**config.mk**
```make
export PLATFORM = sky130hd
export DESIGN_NAME = polygon_project_near_clip
export DESIGN_NICKNAME = d
export VERILOG_FILES = /design/src/ppnc_pkg.sv /design/src/polygon_project_near_clip.sv
export SDC_FILE = /design/constraint.sdc
export NUM_CORES = 2
export LEC_CHECK = 0
export BUFFER_PORTS_ARGS = -buffer_cell sky130_fd_sc_hd__buf_4
export CAP_MARGIN = 10
export CORE_MARGIN = 1
export CORE_UTILIZATION = 28
export DETAILED_ROUTE_END_ITERATION = 12
export GPL_ROUTABILITY_DRIVEN = 0
export PLACE_DENSITY_LB_ADDON = 0.2
export SETUP_SLACK_MARGIN = 0.1
export SYNTH_ARGS = -nofsm -noshare
export SYNTH_HDL_FRONTEND = slang
export SYNTH_SLANG_ARGS = --single-unit
export TNS_END_PERCENT = 5
```
**constraint.sdc**
```tcl
create_clock -name i_clk -period 13.81 [get_ports i_clk]
set_input_delay 2.0715 -clock i_clk [delete_from_list [all_inputs] [get_ports i_clk]]
set_output_delay 2.0715 -clock i_clk [all_outputs]
set_load 0.01 [all_outputs]
```
**src/ppnc_pkg.sv**
```systemverilog
`timescale 1ns / 1ps
`default_nettype none
// ----------------------------------------------------------------------------
// ppnc_pkg
// Shared types, register codes and fixed widths of the projective vertex
// transform with near-plane clipping.
// ----------------------------------------------------------------------------
package ppnc_pkg;

    // datapath width of the shared adder, multiplier and divider
    localparam int WIDE       = 128;
    // homogeneous coordinate width
    localparam int HB         = 62;
    // multiplier operand width (signed) and step count
    localparam int MUL_STEPS  = 64;
    // divider step count
    localparam int DIV_STEPS  = 128;
    // near plane register width
    localparam int NEAR_W     = 17;
    // coefficient width
    localparam int COEF_W     = 32;

    // configuration register indexes
    localparam int CFG_IDX_W = 3;
    localparam logic [CFG_IDX_W-1:0] CFG_XX_XY  = 3'd0;
    localparam logic [CFG_IDX_W-1:0] CFG_XO_YX  = 3'd1;
    localparam logic [CFG_IDX_W-1:0] CFG_YY_YO  = 3'd2;
    localparam logic [CFG_IDX_W-1:0] CFG_WX_WY  = 3'd3;
    localparam logic [CFG_IDX_W-1:0] CFG_WO     = 3'd4;
    localparam logic [CFG_IDX_W-1:0] CFG_NEAR   = 3'd5;

    // quotient stand-ins for a division by zero (saturate by numerator sign)
    localparam logic [WIDE-1:0] DZ_NEG = {64'hFFFF_FFFF_FFFF_FFFF, 64'h0};
    localparam logic [WIDE-1:0] DZ_POS = {64'h7FFF_FFFF_FFFF_FFFF, 64'h0};

    // saturated homogeneous value
    typedef struct packed {
        logic          ovf;
        logic [HB-1:0] val;
    } t_hsat;

    // saturate a wide two's complement value to HB signed bits
    function automatic t_hsat sat_homog(input logic [WIDE-1:0] v);
        t_hsat r;
        if ((&v[WIDE-1:HB-1]) || (~|v[WIDE-1:HB-1])) begin
            r.ovf = 1'b0;
            r.val = v[HB-1:0];
        end else begin
            r.ovf = 1'b1;
            r.val = v[WIDE-1] ? {1'b1, {(HB-1){1'b0}}} : {1'b0, {(HB-1){1'b1}}};
        end
        return r;
    endfunction

endpackage
`default_nettype wire

```
**src/polygon_project_near_clip.sv**
```systemverilog
`timescale 1ns / 1ps
`default_nettype none
// ----------------------------------------------------------------------------
// polygon_project_near_clip
// Projective 3x3 vertex transform with near-plane clipping, run on one
// shared 128-bit adder under a sequencer (shift-add multiply, restoring
// divide).
// ----------------------------------------------------------------------------
// Work: the transform takes six multiplies, a visible vertex two divides
//   and each crossing two multiplies and four divides.
// Flow: vertices are taken one at a time; s_axis_tready is high only when
//   the sequencer is idle. The last result may wait in the output register.
// Reset: synchronous, active low; configuration, sequencer and the previous
//   and first shape state return to their reset values, no result pending.

module polygon_project_near_clip #(
    parameter int COORD_WIDTH = 32,
    parameter int FRAC_BITS   = 16,
    localparam int TDW = ((2 * COORD_WIDTH + 7) / 8) * 8
) (
    input  wire logic                          i_clk,
    input  wire logic                          i_rst_n,
    // configuration write channel
    input  wire logic                          i_cfg_valid,
    output logic                               o_cfg_ready,
    input  wire logic [ppnc_pkg::CFG_IDX_W-1:0] i_cfg_index,
    input  wire logic [63:0]                   i_cfg_data,
    // vertex input
    input  wire logic                          s_axis_tvalid,
    output logic                               s_axis_tready,
    input  wire logic [TDW-1:0]                s_axis_tdata,  // vert_x, vert_y
    input  wire logic [1:0]                    s_axis_tuser,  // first_vertex, closed_shape
    input  wire logic                          s_axis_tlast,  // last_vertex
    // result output
    output logic                               m_axis_tvalid,
    input  wire logic                          m_axis_tready,
    output logic [TDW-1:0]                     m_axis_tdata,  // out_x, out_y
    output logic [1:0]                         m_axis_tuser,  // from_clip, overflow
    output logic                               m_axis_tlast   // run_end
);
    import ppnc_pkg::*;

    localparam int CW = COORD_WIDTH;

    typedef enum logic [4:0] {
        S_IDLE, S_HROW_A, S_HROW_B, S_HROW_C, S_HROW_D, S_CLASS, S_DISPATCH,
        S_XNUM, S_XDEN, S_XMUL, S_XDIV1, S_XADD, S_XDIV2, S_VX, S_RSAT, S_EMIT,
        S_MUL, S_DNEGN, S_DNEGD, S_DLOOP, S_DFIX
    } t_state;

    typedef struct packed {
        logic          ovf;
        logic [CW-1:0] val;
    } t_osat;

    // saturate a wide value to CW signed bits
    function automatic t_osat sat_out(input logic [WIDE-1:0] v);
        t_osat r;
        if ((&v[WIDE-1:CW-1]) || (~|v[WIDE-1:CW-1])) begin
            r.ovf = 1'b0;
            r.val = v[CW-1:0];
        end else begin
            r.ovf = 1'b1;
            r.val = v[WIDE-1] ? {1'b1, {(CW-1){1'b0}}} : {1'b0, {(CW-1){1'b1}}};
        end
        return r;
    endfunction

    // configuration
    logic [63:0]       r_xx_xy, r_xo_yx, r_yy_yo, r_wx_wy;
    logic [COEF_W-1:0] r_wo;
    logic [NEAR_W-1:0] r_near;

    // sequencer
    t_state           r_state, r_ret;
    logic [1:0]       r_row;
    logic             r_j, r_xsel, r_isx;
    logic [6:0]       r_cnt;
    logic             r_c1, r_c2, r_c3;

    // captured vertex word
    logic [CW-1:0]    r_vx, r_vy;
    logic             r_first, r_last, r_closed;

    // shape state
    logic [HB-1:0]    r_cur_x, r_cur_y, r_cur_w;
    logic [HB-1:0]    r_prv_x, r_prv_y, r_prv_w;
    logic [HB-1:0]    r_fst_x, r_fst_y, r_fst_w;
    logic             r_cur_vis, r_prv_vis, r_fst_vis;
    logic             r_hov, r_prv_ovf, r_fst_ovf;

    // arithmetic unit registers
    logic [WIDE-1:0]  r_acc, r_mcand, r_quo, r_rem, r_dvs;
    logic [63:0]      r_mplier, r_num, r_den;
    logic             r_nsign, r_dneg;

    // result being built and output register
    logic [CW-1:0]    r_rx, r_ry, r_ox, r_oy;
    logic             r_rovf;
    logic             r_mvalid, r_oclip, r_oovf, r_olast;

    // shared adder
    logic [WIDE-1:0]  alu_a, alu_b;
    logic             alu_sub;
    logic [WIDE:0]    alu_sum;

    logic [COEF_W-1:0] row_a, row_b, row_c;
    logic [HB-1:0]    a_x, a_y, a_w, b_x, b_y, b_w, a_j, b_j, cur_j;
    logic [WIDE-1:0]  acc_sar, rem_sh, near_w, p_shl, vx_num;
    logic             cur_vis;
    t_hsat            hsat;
    t_osat            osat;

    assign o_cfg_ready   = 1'b1;
    assign s_axis_tready = (r_state == S_IDLE);
    assign m_axis_tvalid = r_mvalid;
    assign m_axis_tdata  = TDW'({r_oy, r_ox});
    assign m_axis_tuser  = {r_oovf, r_oclip};
    assign m_axis_tlast  = r_olast;

    // matrix row select
    always_comb begin
        case (r_row)
            2'd0: begin
                row_a = r_xx_xy[63:32]; row_b = r_xx_xy[31:0]; row_c = r_xo_yx[63:32];
            end
            2'd1: begin
                row_a = r_xo_yx[31:0]; row_b = r_yy_yo[63:32]; row_c = r_yy_yo[31:0];
            end
            default: begin
                row_a = r_wx_wy[63:32]; row_b = r_wx_wy[31:0]; row_c = r_wo;
            end
        endcase
    end

    // edge endpoints: incoming edge prev->cur, closing edge cur->first
    assign a_x   = r_xsel ? r_cur_x : r_prv_x;
    assign a_y   = r_xsel ? r_cur_y : r_prv_y;
    assign a_w   = r_xsel ? r_cur_w : r_prv_w;
    assign b_x   = r_xsel ? r_fst_x : r_cur_x;
    assign b_y   = r_xsel ? r_fst_y : r_cur_y;
    assign b_w   = r_xsel ? r_fst_w : r_cur_w;
    assign a_j   = r_j ? a_y : a_x;
    assign b_j   = r_j ? b_y : b_x;
    assign cur_j = r_j ? r_cur_y : r_cur_x;

    assign acc_sar = WIDE'($signed(r_acc) >>> FRAC_BITS);
    assign rem_sh  = {r_rem[WIDE-2:0], r_quo[WIDE-1]};
    assign near_w  = {{(WIDE-NEAR_W){1'b0}}, r_near};
    assign p_shl   = r_acc << FRAC_BITS;
    assign vx_num  = {{(WIDE-HB){cur_j[HB-1]}}, cur_j} << FRAC_BITS;
    assign cur_vis = $signed({r_cur_w[HB-1], r_cur_w}) >=
                     $signed({{(HB+1-NEAR_W){1'b0}}, r_near});
    assign hsat    = sat_homog(r_acc);
    assign osat    = sat_out(r_quo);

    // shared adder operand select
    always_comb begin
        alu_a   = '0;
        alu_b   = '0;
        alu_sub = 1'b0;
        case (r_state)
            S_MUL: begin
                alu_a   = r_acc;
                alu_b   = r_mcand;
                alu_sub = (r_cnt == 7'(MUL_STEPS - 1));  // sign bit weighs negative
            end
            S_DNEGN, S_DFIX: begin
                alu_b   = r_quo;
                alu_sub = 1'b1;
            end
            S_DNEGD: begin
                alu_b   = r_dvs;
                alu_sub = 1'b1;
            end
            S_DLOOP: begin
                alu_a   = rem_sh;
                alu_b   = r_dvs;
                alu_sub = 1'b1;
            end
            S_HROW_C: begin
                alu_a = acc_sar;
                alu_b = {{(WIDE-COEF_W){row_c[COEF_W-1]}}, row_c};
            end
            S_XNUM: begin
                alu_a   = {{(WIDE-HB){a_w[HB-1]}}, a_w};
                alu_b   = near_w;
                alu_sub = 1'b1;
            end
            S_XDEN: begin
                alu_a   = {{(WIDE-HB){a_w[HB-1]}}, a_w};
                alu_b   = {{(WIDE-HB){b_w[HB-1]}}, b_w};
                alu_sub = 1'b1;
            end
            S_XMUL: begin
                alu_a   = {{(WIDE-HB){b_j[HB-1]}}, b_j};
                alu_b   = {{(WIDE-HB){a_j[HB-1]}}, a_j};
                alu_sub = 1'b1;
            end
            S_XADD: begin
                alu_a = {{(WIDE-HB){a_j[HB-1]}}, a_j};
                alu_b = r_quo;
            end
            default: begin
                alu_sub = 1'b0;
            end
        endcase
    end

    assign alu_sum = {1'b0, alu_a} + {1'b0, alu_b ^ {WIDE{alu_sub}}} + {{WIDE{1'b0}}, alu_sub};

    // sequencer, state and output register
    always_ff @(posedge i_clk) begin
        if (!i_rst_n) begin
            r_state   <= S_IDLE;
            r_ret     <= S_IDLE;
            r_xx_xy   <= 64'd281474976710656;
            r_xo_yx   <= 64'd0;
            r_yy_yo   <= 64'd281474976710656;
            r_wx_wy   <= 64'd0;
            r_wo      <= 32'd65536;
            r_near    <= 17'd1311;
            r_row     <= '0;
            r_j       <= 1'b0;
            r_xsel    <= 1'b0;
            r_isx     <= 1'b0;
            r_cnt     <= '0;
            r_c1      <= 1'b0;
            r_c2      <= 1'b0;
            r_c3      <= 1'b0;
            r_prv_x   <= '0;
            r_prv_y   <= '0;
            r_prv_w   <= '0;
            r_fst_x   <= '0;
            r_fst_y   <= '0;
            r_fst_w   <= '0;
            r_prv_vis <= 1'b0;
            r_fst_vis <= 1'b0;
            r_prv_ovf <= 1'b0;
            r_fst_ovf <= 1'b0;
            r_mvalid  <= 1'b0;
        end else begin
            // configuration writes
            if (i_cfg_valid) begin
                case (i_cfg_index)
                    CFG_XX_XY: r_xx_xy <= i_cfg_data;
                    CFG_XO_YX: r_xo_yx <= i_cfg_data;
                    CFG_YY_YO: r_yy_yo <= i_cfg_data;
                    CFG_WX_WY: r_wx_wy <= i_cfg_data;
                    CFG_WO:    r_wo    <= i_cfg_data[COEF_W-1:0];
                    CFG_NEAR:  r_near  <= i_cfg_data[NEAR_W-1:0];
                    default:   r_near  <= r_near;
                endcase
            end

            // output word taken; a word loaded in S_EMIT keeps it valid
            if (r_mvalid && m_axis_tready && (r_state != S_EMIT)) begin
                r_mvalid <= 1'b0;
            end

            case (r_state)
                S_IDLE: begin
                    if (s_axis_tvalid) begin
                        r_vx     <= s_axis_tdata[CW-1:0];
                        r_vy     <= s_axis_tdata[2*CW-1:CW];
                        r_first  <= s_axis_tuser[0];
                        r_closed <= s_axis_tuser[1];
                        r_last   <= s_axis_tlast;
                        r_hov    <= 1'b0;
                        r_row    <= '0;
                        r_state  <= S_HROW_A;
                    end
                end

                // transform: acc = a*x + b*y, then floor shift plus offset
                S_HROW_A: begin
                    r_acc    <= '0;
                    r_mcand  <= {{(WIDE-COEF_W){row_a[COEF_W-1]}}, row_a};
                    r_mplier <= {{(64-CW){r_vx[CW-1]}}, r_vx};
                    r_cnt    <= '0;
                    r_ret    <= S_HROW_B;
                    r_state  <= S_MUL;
                end
                S_HROW_B: begin
                    r_mcand  <= {{(WIDE-COEF_W){row_b[COEF_W-1]}}, row_b};
                    r_mplier <= {{(64-CW){r_vy[CW-1]}}, r_vy};
                    r_cnt    <= '0;
                    r_ret    <= S_HROW_C;
                    r_state  <= S_MUL;
                end
                S_HROW_C: begin
                    r_acc   <= alu_sum[WIDE-1:0];
                    r_state <= S_HROW_D;
                end
                S_HROW_D: begin
                    case (r_row)
                        2'd0:    r_cur_x <= hsat.val;
                        2'd1:    r_cur_y <= hsat.val;
                        default: r_cur_w <= hsat.val;
                    endcase
                    r_hov <= r_hov | hsat.ovf;
                    if (r_row == 2'd2) begin
                        r_state <= S_CLASS;
                    end else begin
                        r_row   <= r_row + 2'd1;
                        r_state <= S_HROW_A;
                    end
                end

                // visibility and the list of results to build
                S_CLASS: begin
                    r_cur_vis <= cur_vis;
                    r_c1      <= !r_first && (cur_vis != r_prv_vis);
                    r_c2      <= cur_vis;
                    r_c3      <= r_last && r_closed && !r_first && (cur_vis != r_fst_vis);
                    if (r_first) begin
                        r_fst_x   <= r_cur_x;
                        r_fst_y   <= r_cur_y;
                        r_fst_w   <= r_cur_w;
                        r_fst_vis <= cur_vis;
                        r_fst_ovf <= r_hov;
                    end
                    r_state <= S_DISPATCH;
                end
                S_DISPATCH: begin
                    if (r_c1) begin
                        r_c1    <= 1'b0;
                        r_xsel  <= 1'b0;
                        r_isx   <= 1'b1;
                        r_state <= S_XNUM;
                    end else if (r_c2) begin
                        r_c2    <= 1'b0;
                        r_isx   <= 1'b0;
                        r_j     <= 1'b0;
                        r_rovf  <= r_hov;
                        r_state <= S_VX;
                    end else if (r_c3) begin
                        r_c3    <= 1'b0;
                        r_xsel  <= 1'b1;
                        r_isx   <= 1'b1;
                        r_state <= S_XNUM;
                    end else begin
                        r_prv_x   <= r_cur_x;
                        r_prv_y   <= r_cur_y;
                        r_prv_w   <= r_cur_w;
                        r_prv_vis <= r_cur_vis;
                        r_prv_ovf <= r_hov;
                        r_state   <= S_IDLE;
                    end
                end

                // crossing: P = A + (B - A) * (A.w - near) / (A.w - B.w)
                S_XNUM: begin
                    r_num   <= alu_sum[63:0];
                    r_rovf  <= r_hov | (r_xsel ? r_fst_ovf : r_prv_ovf);
                    r_j     <= 1'b0;
                    r_state <= S_XDEN;
                end
                S_XDEN: begin
                    r_den   <= alu_sum[63:0];
                    r_state <= S_XMUL;
                end
                S_XMUL: begin
                    r_mcand  <= alu_sum[WIDE-1:0];
                    r_mplier <= r_num;
                    r_acc    <= '0;
                    r_cnt    <= '0;
                    r_ret    <= S_XDIV1;
                    r_state  <= S_MUL;
                end
                S_XDIV1: begin
                    r_quo   <= r_acc;
                    r_dvs   <= {{(WIDE-64){r_den[63]}}, r_den};
                    r_nsign <= r_acc[WIDE-1];
                    r_dneg  <= r_acc[WIDE-1] ^ r_den[63];
                    r_ret   <= S_XADD;
                    r_state <= S_DNEGN;
                end
                S_XADD: begin
                    r_acc   <= alu_sum[WIDE-1:0];
                    r_state <= S_XDIV2;
                end
                S_XDIV2: begin
                    r_quo   <= p_shl;
                    r_dvs   <= near_w;
                    r_nsign <= p_shl[WIDE-1];
                    r_dneg  <= p_shl[WIDE-1];
                    r_ret   <= S_RSAT;
                    r_state <= S_DNEGN;
                end

                // vertex: h * 2^frac / w
                S_VX: begin
                    r_quo   <= vx_num;
                    r_dvs   <= {{(WIDE-HB){r_cur_w[HB-1]}}, r_cur_w};
                    r_nsign <= vx_num[WIDE-1];
                    r_dneg  <= vx_num[WIDE-1] ^ r_cur_w[HB-1];
                    r_ret   <= S_RSAT;
                    r_state <= S_DNEGN;
                end

                // saturate one coordinate of the result
                S_RSAT: begin
                    if (!r_j) begin
                        r_rx    <= osat.val;
                        r_j     <= 1'b1;
                        r_state <= r_isx ? S_XMUL : S_VX;
                    end else begin
                        r_ry    <= osat.val;
                        r_state <= S_EMIT;
                    end
                    r_rovf <= r_rovf | osat.ovf;
                end

                // hand the word to the output register
                S_EMIT: begin
                    if (!r_mvalid || m_axis_tready) begin
                        r_mvalid <= 1'b1;
                        r_ox     <= r_rx;
                        r_oy     <= r_ry;
                        r_oclip  <= r_isx;
                        r_oovf   <= r_rovf;
                        r_olast  <= !(r_c1 || r_c2 || r_c3);
                        r_state  <= S_DISPATCH;
                    end
                end

                // shift-add multiply, signed 64-bit multiplier
                S_MUL: begin
                    if (r_mplier[0]) begin
                        r_acc <= alu_sum[WIDE-1:0];
                    end
                    r_mcand  <= r_mcand << 1;
                    r_mplier <= r_mplier >> 1;
                    r_cnt    <= r_cnt + 7'd1;
                    if (r_cnt == 7'(MUL_STEPS - 1)) begin
                        r_state <= r_ret;
                    end
                end

                // truncating divide on magnitudes
                S_DNEGN: begin
                    if (r_nsign) begin
                        r_quo <= alu_sum[WIDE-1:0];
                    end
                    r_state <= S_DNEGD;
                end
                S_DNEGD: begin
                    if (r_dvs == '0) begin
                        // zero divisor: saturate by numerator sign
                        if (r_quo != '0) begin
                            r_quo <= r_nsign ? DZ_NEG : DZ_POS;
                        end
                        r_state <= r_ret;
                    end else begin
                        if (r_dvs[WIDE-1]) begin
                            r_dvs <= alu_sum[WIDE-1:0];
                        end
                        r_rem   <= '0;
                        r_cnt   <= '0;
                        r_state <= S_DLOOP;
                    end
                end
                S_DLOOP: begin
                    if (alu_sum[WIDE]) begin
                        r_rem <= alu_sum[WIDE-1:0];
                        r_quo <= {r_quo[WIDE-2:0], 1'b1};
                    end else begin
                        r_rem <= rem_sh;
                        r_quo <= {r_quo[WIDE-2:0], 1'b0};
                    end
                    r_cnt <= r_cnt + 7'd1;
                    if (r_cnt == 7'(DIV_STEPS - 1)) begin
                        r_state <= S_DFIX;
                    end
                end
                S_DFIX: begin
                    if (r_dneg) begin
                        r_quo <= alu_sum[WIDE-1:0];
                    end
                    r_state <= r_ret;
                end

                default: begin
                    r_state <= S_IDLE;
                end
            endcase
        end
    end

endmodule
`default_nettype wire

```
# Yosys cells after proc, flatten, opt, wreduce, memory -nomap -nowiden
# Index checks and enable logic that the tools add are counted.
word_totals:
  ramBits: 0
  in_bits: 139
  reg_bits: 1927
  mem_bits_ro: 0
  n_memories: 0
  out_inout_bits: 70
  latch_bits: 0
classes:
  n_mul: 0
  n_lt_le_gt_ge: 1
  n_addsub: 4
  mux: 79
  bitwise_logic: 11
  n_shift: 0
  eq_ne: 48
  n_div: 0
  reduce_logical: 84
op_table:
  columns: ["op", "count"]
  rows:
  - ["128-bit case mux with 7 select lines", 2]
  - ["128-bit 2-to-1 mux", 8]
  - ["128-bit case mux with 4 select lines", 2]
  - ["128-bit case mux with 6 select lines", 1]
  - ["62-bit 2-to-1 mux", 10]
  - ["128-bit case mux with 3 select lines", 1]
  - ["64-bit case mux with 4 select lines", 1]
  - ["127-bit 2-to-1 mux", 2]
  - ["127-bit case mux with 2 select lines", 1]
  - ["32-bit case mux with 2 select lines", 3]
  - ["128-bit by 128-bit adder with 129-bit output", 1]
  - ["129-bit by 1-bit adder with 129-bit output", 1]
  - ["128-bit logical NOT", 1]
  - ["128-bit nonzero test", 1]
  - ["128-bit bitwise XOR", 1]
  - ["97-bit AND reduction", 1]
  - ["97-bit OR reduction", 1]
  - ["5-bit case mux with 17 select lines", 1]
  - ["67-bit AND reduction", 1]
  - ["67-bit OR reduction", 1]
  - ["63-bit 2-to-1 mux", 1]
  - ["62-bit by 18-bit greater-or-equal comparator with 1-bit output", 1]
  - ["3-bit AND reduction", 15]
  - ["5-bit by 4-bit equality test with 1-bit output, second input constant", 8]
  - ["other kinds (49)", 161]

# Logic depth before layout (Yosys ltp)
depth:
  ltp_word: 9
  ltp_mapped: 28
  depth_no_buf: 22

# Worst setup path before layout
# OpenSTA, ideal clock, no wires.
synth_path:
  path_kind: "in2reg"
  from: "in i_rst_n"
  to: "reg r_mcand[0] (enable)"
  cell_stages: 3
  setup_time_ns: 0.809
  t_arrival_ns: 11.643
  path_buffers: 1
  required_ns: 13.001
  path_slack_ns: 1.358
  path_cell_list: "clkbuf_1 nand2b_1 a21oi_1"
synth_between:
  elab_chain_len: 1
synth_lines:
  columns: ["element", "line", "source"]
  rows:
  - ["start, declared", "polygon_project_near_clip.sv:22", "input wire logic i_rst_n,"]
  - ["2-bit AND reduction (no source line)", null, null]
  - ["end signal, assigned", "polygon_project_near_clip.sv:278", "r_mcand <= {{(WIDE-COEF_W){row_a[COEF_W-1]}}, row_a};"]
  - ["end signal, assigned", "polygon_project_near_clip.sv:285", "r_mcand <= {{(WIDE-COEF_W){row_b[COEF_W-1]}}, row_b};"]
  - ["end signal, assigned", "polygon_project_near_clip.sv:364", "r_mcand <= alu_sum[WIDE-1:0];"]
  - ["end, declared", "polygon_project_near_clip.sv:93", "logic [WIDE-1:0] r_acc, r_mcand, r_quo, r_rem, r_dvs;"]
# No other way between the ends.
# A chain may end at the register's enable or synchronous reset.

# Final worst setup path
layout_path:
  from: "reg r_state[3]"
  to: "reg r_dvs[97] (data pin)"
layout_between:
  elab_chain_len: 9
  elab_cells_between_ends: 26
  cone_classes: "add/sub: 2; eq/ne: 13; mux: 6; bitwise: 1; reduce/logical: 4"
layout_lines:
  columns: ["element", "line", "source"]
  rows:
  - ["start, declared", "polygon_project_near_clip.sv:75", "t_state r_state, r_ret;"]
  - ["start signal, assigned", "polygon_project_near_clip.sv:407", "r_state <= r_isx ? S_XMUL : S_VX;"]
  - ["start signal, assigned", "polygon_project_near_clip.sv:437", "r_state <= r_ret;"]
  - ["5-bit equality test, or another cell as far along", "polygon_project_near_clip.sv:162", "case (r_state)"]
  - ["3-bit OR reduction (no source line), or another cell as far along", null, null]
  - ["128-bit case mux with 7 select lines or 1-bit case mux with 2 select lines (tied branches)", "polygon_project_near_clip.sv:162", null]
  - ["128-bit bitwise XOR", "polygon_project_near_clip.sv:210", "assign alu_sum = {1'b0, alu_a} + {1'b0, alu_b ^ {WIDE{alu_sub}}} + {{WIDE{1'b0}}, alu_sub};"]
  - ["128-bit by 128-bit adder with 129-bit output", "polygon_project_near_clip.sv:210", null]
  - ["129-bit by 1-bit adder with 129-bit output", "polygon_project_near_clip.sv:210", null]
  - ["128-bit 2-to-1 mux", "polygon_project_near_clip.sv:456", "if (r_dvs[WIDE-1]) begin"]
  - ["128-bit 2-to-1 mux", "polygon_project_near_clip.sv:449", "if (r_dvs == '0) begin"]
  - ["128-bit case mux with 4 select lines *", "polygon_project_near_clip.sv:261", "case (r_state)"]
  - ["end signal, assigned", "polygon_project_near_clip.sv:373", "r_dvs <= {{(WIDE-64){r_den[63]}}, r_den};"]
  - ["end signal, assigned", "polygon_project_near_clip.sv:385", "r_dvs <= near_w;"]
  - ["end signal, assigned", "polygon_project_near_clip.sv:457", "r_dvs <= alu_sum[WIDE-1:0];"]
  - ["end, declared", "polygon_project_near_clip.sv:93", null]
# Every way passes the cells marked *; elsewhere a longest branch is shown, timed or not. The select of a mux whose other input is x is not followed.

==> results.sh <==
export IMPL_stdcell_area_mm2=0.111
export IMPL_ir_drop_v=0.000113
export IMPL_wire_per_inst_um=31.1
export IMPL_seqCellArea_mm2=0.0508
export IMPL_combPwrFrac_pct=25.2
export IMPL_cts_sink_count=1926
export IMPL_seq_area_frac_synth_pct=52.4
export IMPL_relSlewSlack_pct=5.07
export IMPL_timing_max_cap_violations=0
export IMPL_num_rows=215
export IMPL_rsz0062_at_grt="false"
export IMPL_clk_latency_ns=0.98
export IMPL_drt_iter0_markers=15382
export IMPL_synth_top_area_cell="edfxtp_1"
export IMPL_post_cts_resized=0
export IMPL_h_tree_depth=4
export IMPL_die_x_um=590
export IMPL_grt_max_degree=173
export IMPL_crit_path_end_kind="register"
export IMPL_clockBufferDepth=4
export IMPL_sw_frac_of_total_pct=35.7
export IMPL_die_h_um=590
export IMPL_start_kind="register"
export IMPL_drc=4
export IMPL_first_global_vias=82130
export IMPL_critPathSlowestCell="a2111oi_1"
export IMPL_cts_tree="built"
export IMPL_detail_route_antenna_nets=0
export IMPL_synth_area_mm2=0.0968
export IMPL_post_cts_repair_setup_buffers=0
export IMPL_netlist_top_cells_count="nand2_1 (2149), a21oi_1 (1398), edfxtp_1 (1220)"
export IMPL_port_buffers=207
export IMPL_internal_power_mw=11.4
export IMPL_timing_final_crit_share_pct=67.3
export IMPL_yosys_area_top_type_share_pct=37.8
export IMPL_vias_per_cell=5.95
export IMPL_antenna_found_initial=25
export IMPL_n_fill_cell=35090
export IMPL_synth_cell_types=95
export IMPL_avgSynthCellArea_um2=9.48
export IMPL_dpl_cell_area_mm2=0.103
export IMPL_timing_rr_start="r_state[3]"
export IMPL_dp_hpwl_um=308000
export IMPL_fin_crit_ns=9.29
export IMPL_power_density_mw_per_mm2=161
export IMPL_ioPinCount=209
export IMPL_drv_slew=0
export IMPL_yosysWarnings=0
export IMPL_criticalPathCategory="register to register"
export IMPL_tns_ns=0
export IMPL_syn_num_nets=10505
export IMPL_p_leak_nw=36.2
export IMPL_crit_start="r_state[3]"
export IMPL_cts_clk_slew_worst_paths_ns=0.06
export IMPL_layout_drive_gt1_share_pct=9.21
export IMPL_async_flop_share_pct=0
export IMPL_finalPower_mw=17.8
export IMPL_synthesis_instances=10217
export IMPL_synth_edf_count=1220
export IMPL_via_count=88032
export IMPL_fp_dieArea_mm2=0.348
export IMPL_wirelength_um=460000
export IMPL_worstPathArrival_ns=9.83
export IMPL_ys_ff_latch=1926
export IMPL_crit_top_cell="buf_4"
export IMPL_netSwitchingPower_mw=6.36
export IMPL_globalRoute_totalOverflow=0
export IMPL_nets=10327
export IMPL_seqPwrFrac_pct=40.3
export IMPL_worstPathCellList="or3b_4 > nor2_4 > buf_4 > buf_4 > buf_4 > a221oi_1 > xnor2_1 > ha_1 > nand4_1 > nor4_1 > nand3_1 > a2111oi_1 > a211oi_1 > a21oi_1 > o2111ai_1 > a21oi_1 > nor3_1 > xnor2_1 > o21ai_0"
export IMPL_status="finished with violations"
export IMPL_worstMarginPinSlew_ns=1.41
export IMPL_clock_skew_ns=0.127
export IMPL_synth_top_cells_by_area="edfxtp_1 (38%), dfxtp_1 (15%), nand2_1 (8.3%), a21oi_1 (7.2%), mux2i_1 (3.2%)"
export IMPL_core_mm2=0.344
export IMPL_hold_violations=0
export IMPL_cts_hold_buffers=0
export IMPL_p_clk_share_pct=34.5
export IMPL_final_setup_viol_count=0
export IMPL_critical_path_max_stage_delay_ns=0.92
export IMPL_floorplan_initialDensity_pct=28.2
export IMPL_grt_pass1_wl_um=641000
export IMPL_synth_ff_type="edfxtp_1"
export IMPL_yosysMostFrequentCell="nand2_1"
export IMPL_violations="design-rule violations"
export IMPL_critPathBufInv=3
export IMPL_grt_total_usage_pct=25.3
export IMPL_cp_required_ns=14.35
export IMPL_hold_class="register to register"
export IMPL_cts_buffers=219
export IMPL_cts_root_buf="clkbuf_16"
export IMPL_area_growth_pct=14.4
export IMPL_cpLargestDelayFamily="compound AO/OA/AOI/OAI gates"
export IMPL_min_from="r_ry[6]"
export IMPL_fmax_mhz=108
export IMPL_crit_fanout=55
export IMPL_drt_pre_antenna_iters=13
export IMPL_multi_input_area_mm2=0.0428
-- layout by cell type (no fill, tap or decap), types with 114 or more instances in the layout --
| cell | netlist | final |
|---|---|---|
| a21oi_1 | 1398 | 1391 |
| a221o_1 | 117 | 117 |
| a222oi_1 | 297 | 297 |
| a22oi_1 | 116 | 116 |
| buf_4 | 3 | 412 |
| clkbuf_16 | 0 | 231 |
| dfxtp_1 | 706 | 704 |
| edfxtp_1 | 1220 | 1220 |
| ha_1 | 148 | 146 |
| inv_1 | 189 | 188 |
| mux2i_1 | 308 | 308 |
| nand2_1 | 2149 | 2138 |
| nand3_1 | 197 | 195 |
| nand4_1 | 152 | 152 |
| nor2_1 | 536 | 522 |
| nor4_1 | 120 | 114 |
| o21ai_0 | 388 | 388 |
| xnor2_1 | 195 | 188 |
-- power by group through the flow --
stage	sequential [mW]	combinational [mW]	clock, mW
CTS	7.14	4.31	6.21
global placement	7.26	4.27	0
finish	7.18	4.48	6.14
floorplan	7.09	2.44	0
detailed placement	7.26	4.29	0
global route	7.17	4.63	6.41
-- final cells by class --
class / count / area share (%)
inverters: 191 / 0.654
clock buffers: 304 / 5.63
flip-flops and latches: 1926 / 45.8
clock inverters: 105 / 1.05
repair buffers: 426 / 3.02
multi-input cells: 7275 / 38.6
diodes: 21 / 0.0474
well taps: 4557 / 5.15
-- routing by layer --
layer / global-route usage [%] / up-vias / wire (um)
met5: 0 / - / 92
met4: 12.6 / 14 / 26200
met3: 6.53 / 1026 / 55600
li1: - / 37413 / -
met1: 34.7 / 43706 / 187000
met2: 36.7 / 5873 / 192000
-- logic make-up after synthesis --
logic type	after synthesis	synth area share (%)
compound gates	3061	20.4
flops	1926	52.4
buf+inv	1016	3.98
xor+xnor	234	2.12
simple gates	3457	15.1
other cells	1	0.00387
mux	373	3.96
fa+ha+maj	149	1.93
-- flip-flops by register name, indices dropped and copies added, names as in the netlist, 127 cells and up --
register,flops
r_acc,128
r_dvs,128
r_mcand,128
r_quo,128
r_rem,127
-- worst paths after layout --
path | slack (ns) | endpoint | cells after the start
max | 4.52 | r_dvs[97] | 19
min reg2reg | 0.41 | r_oy[6] | 0
max reg2reg | 4.52 | r_dvs[97] | 19
min | 0.41 | r_oy[6] | 0
-- per-stage QoR --
step | worst slack (ns) | instances | hold WS, ns | utilization [%]
after floorplan | 1.36 | 10217 | 0.400 | -
after global placement | 5.36 | 14372 | 0.404 | 30.1
after detailed placement | 5.03 | 14374 | 0.405 | 30.1
after CTS | 4.99 | 14783 | 0.412 | 32.2
after global routing | 4.66 | 14791 | 0.423 | 32.2
final | 4.52 | 14805 | 0.411 | 32.3
Power figures use the tool's default switching activity.
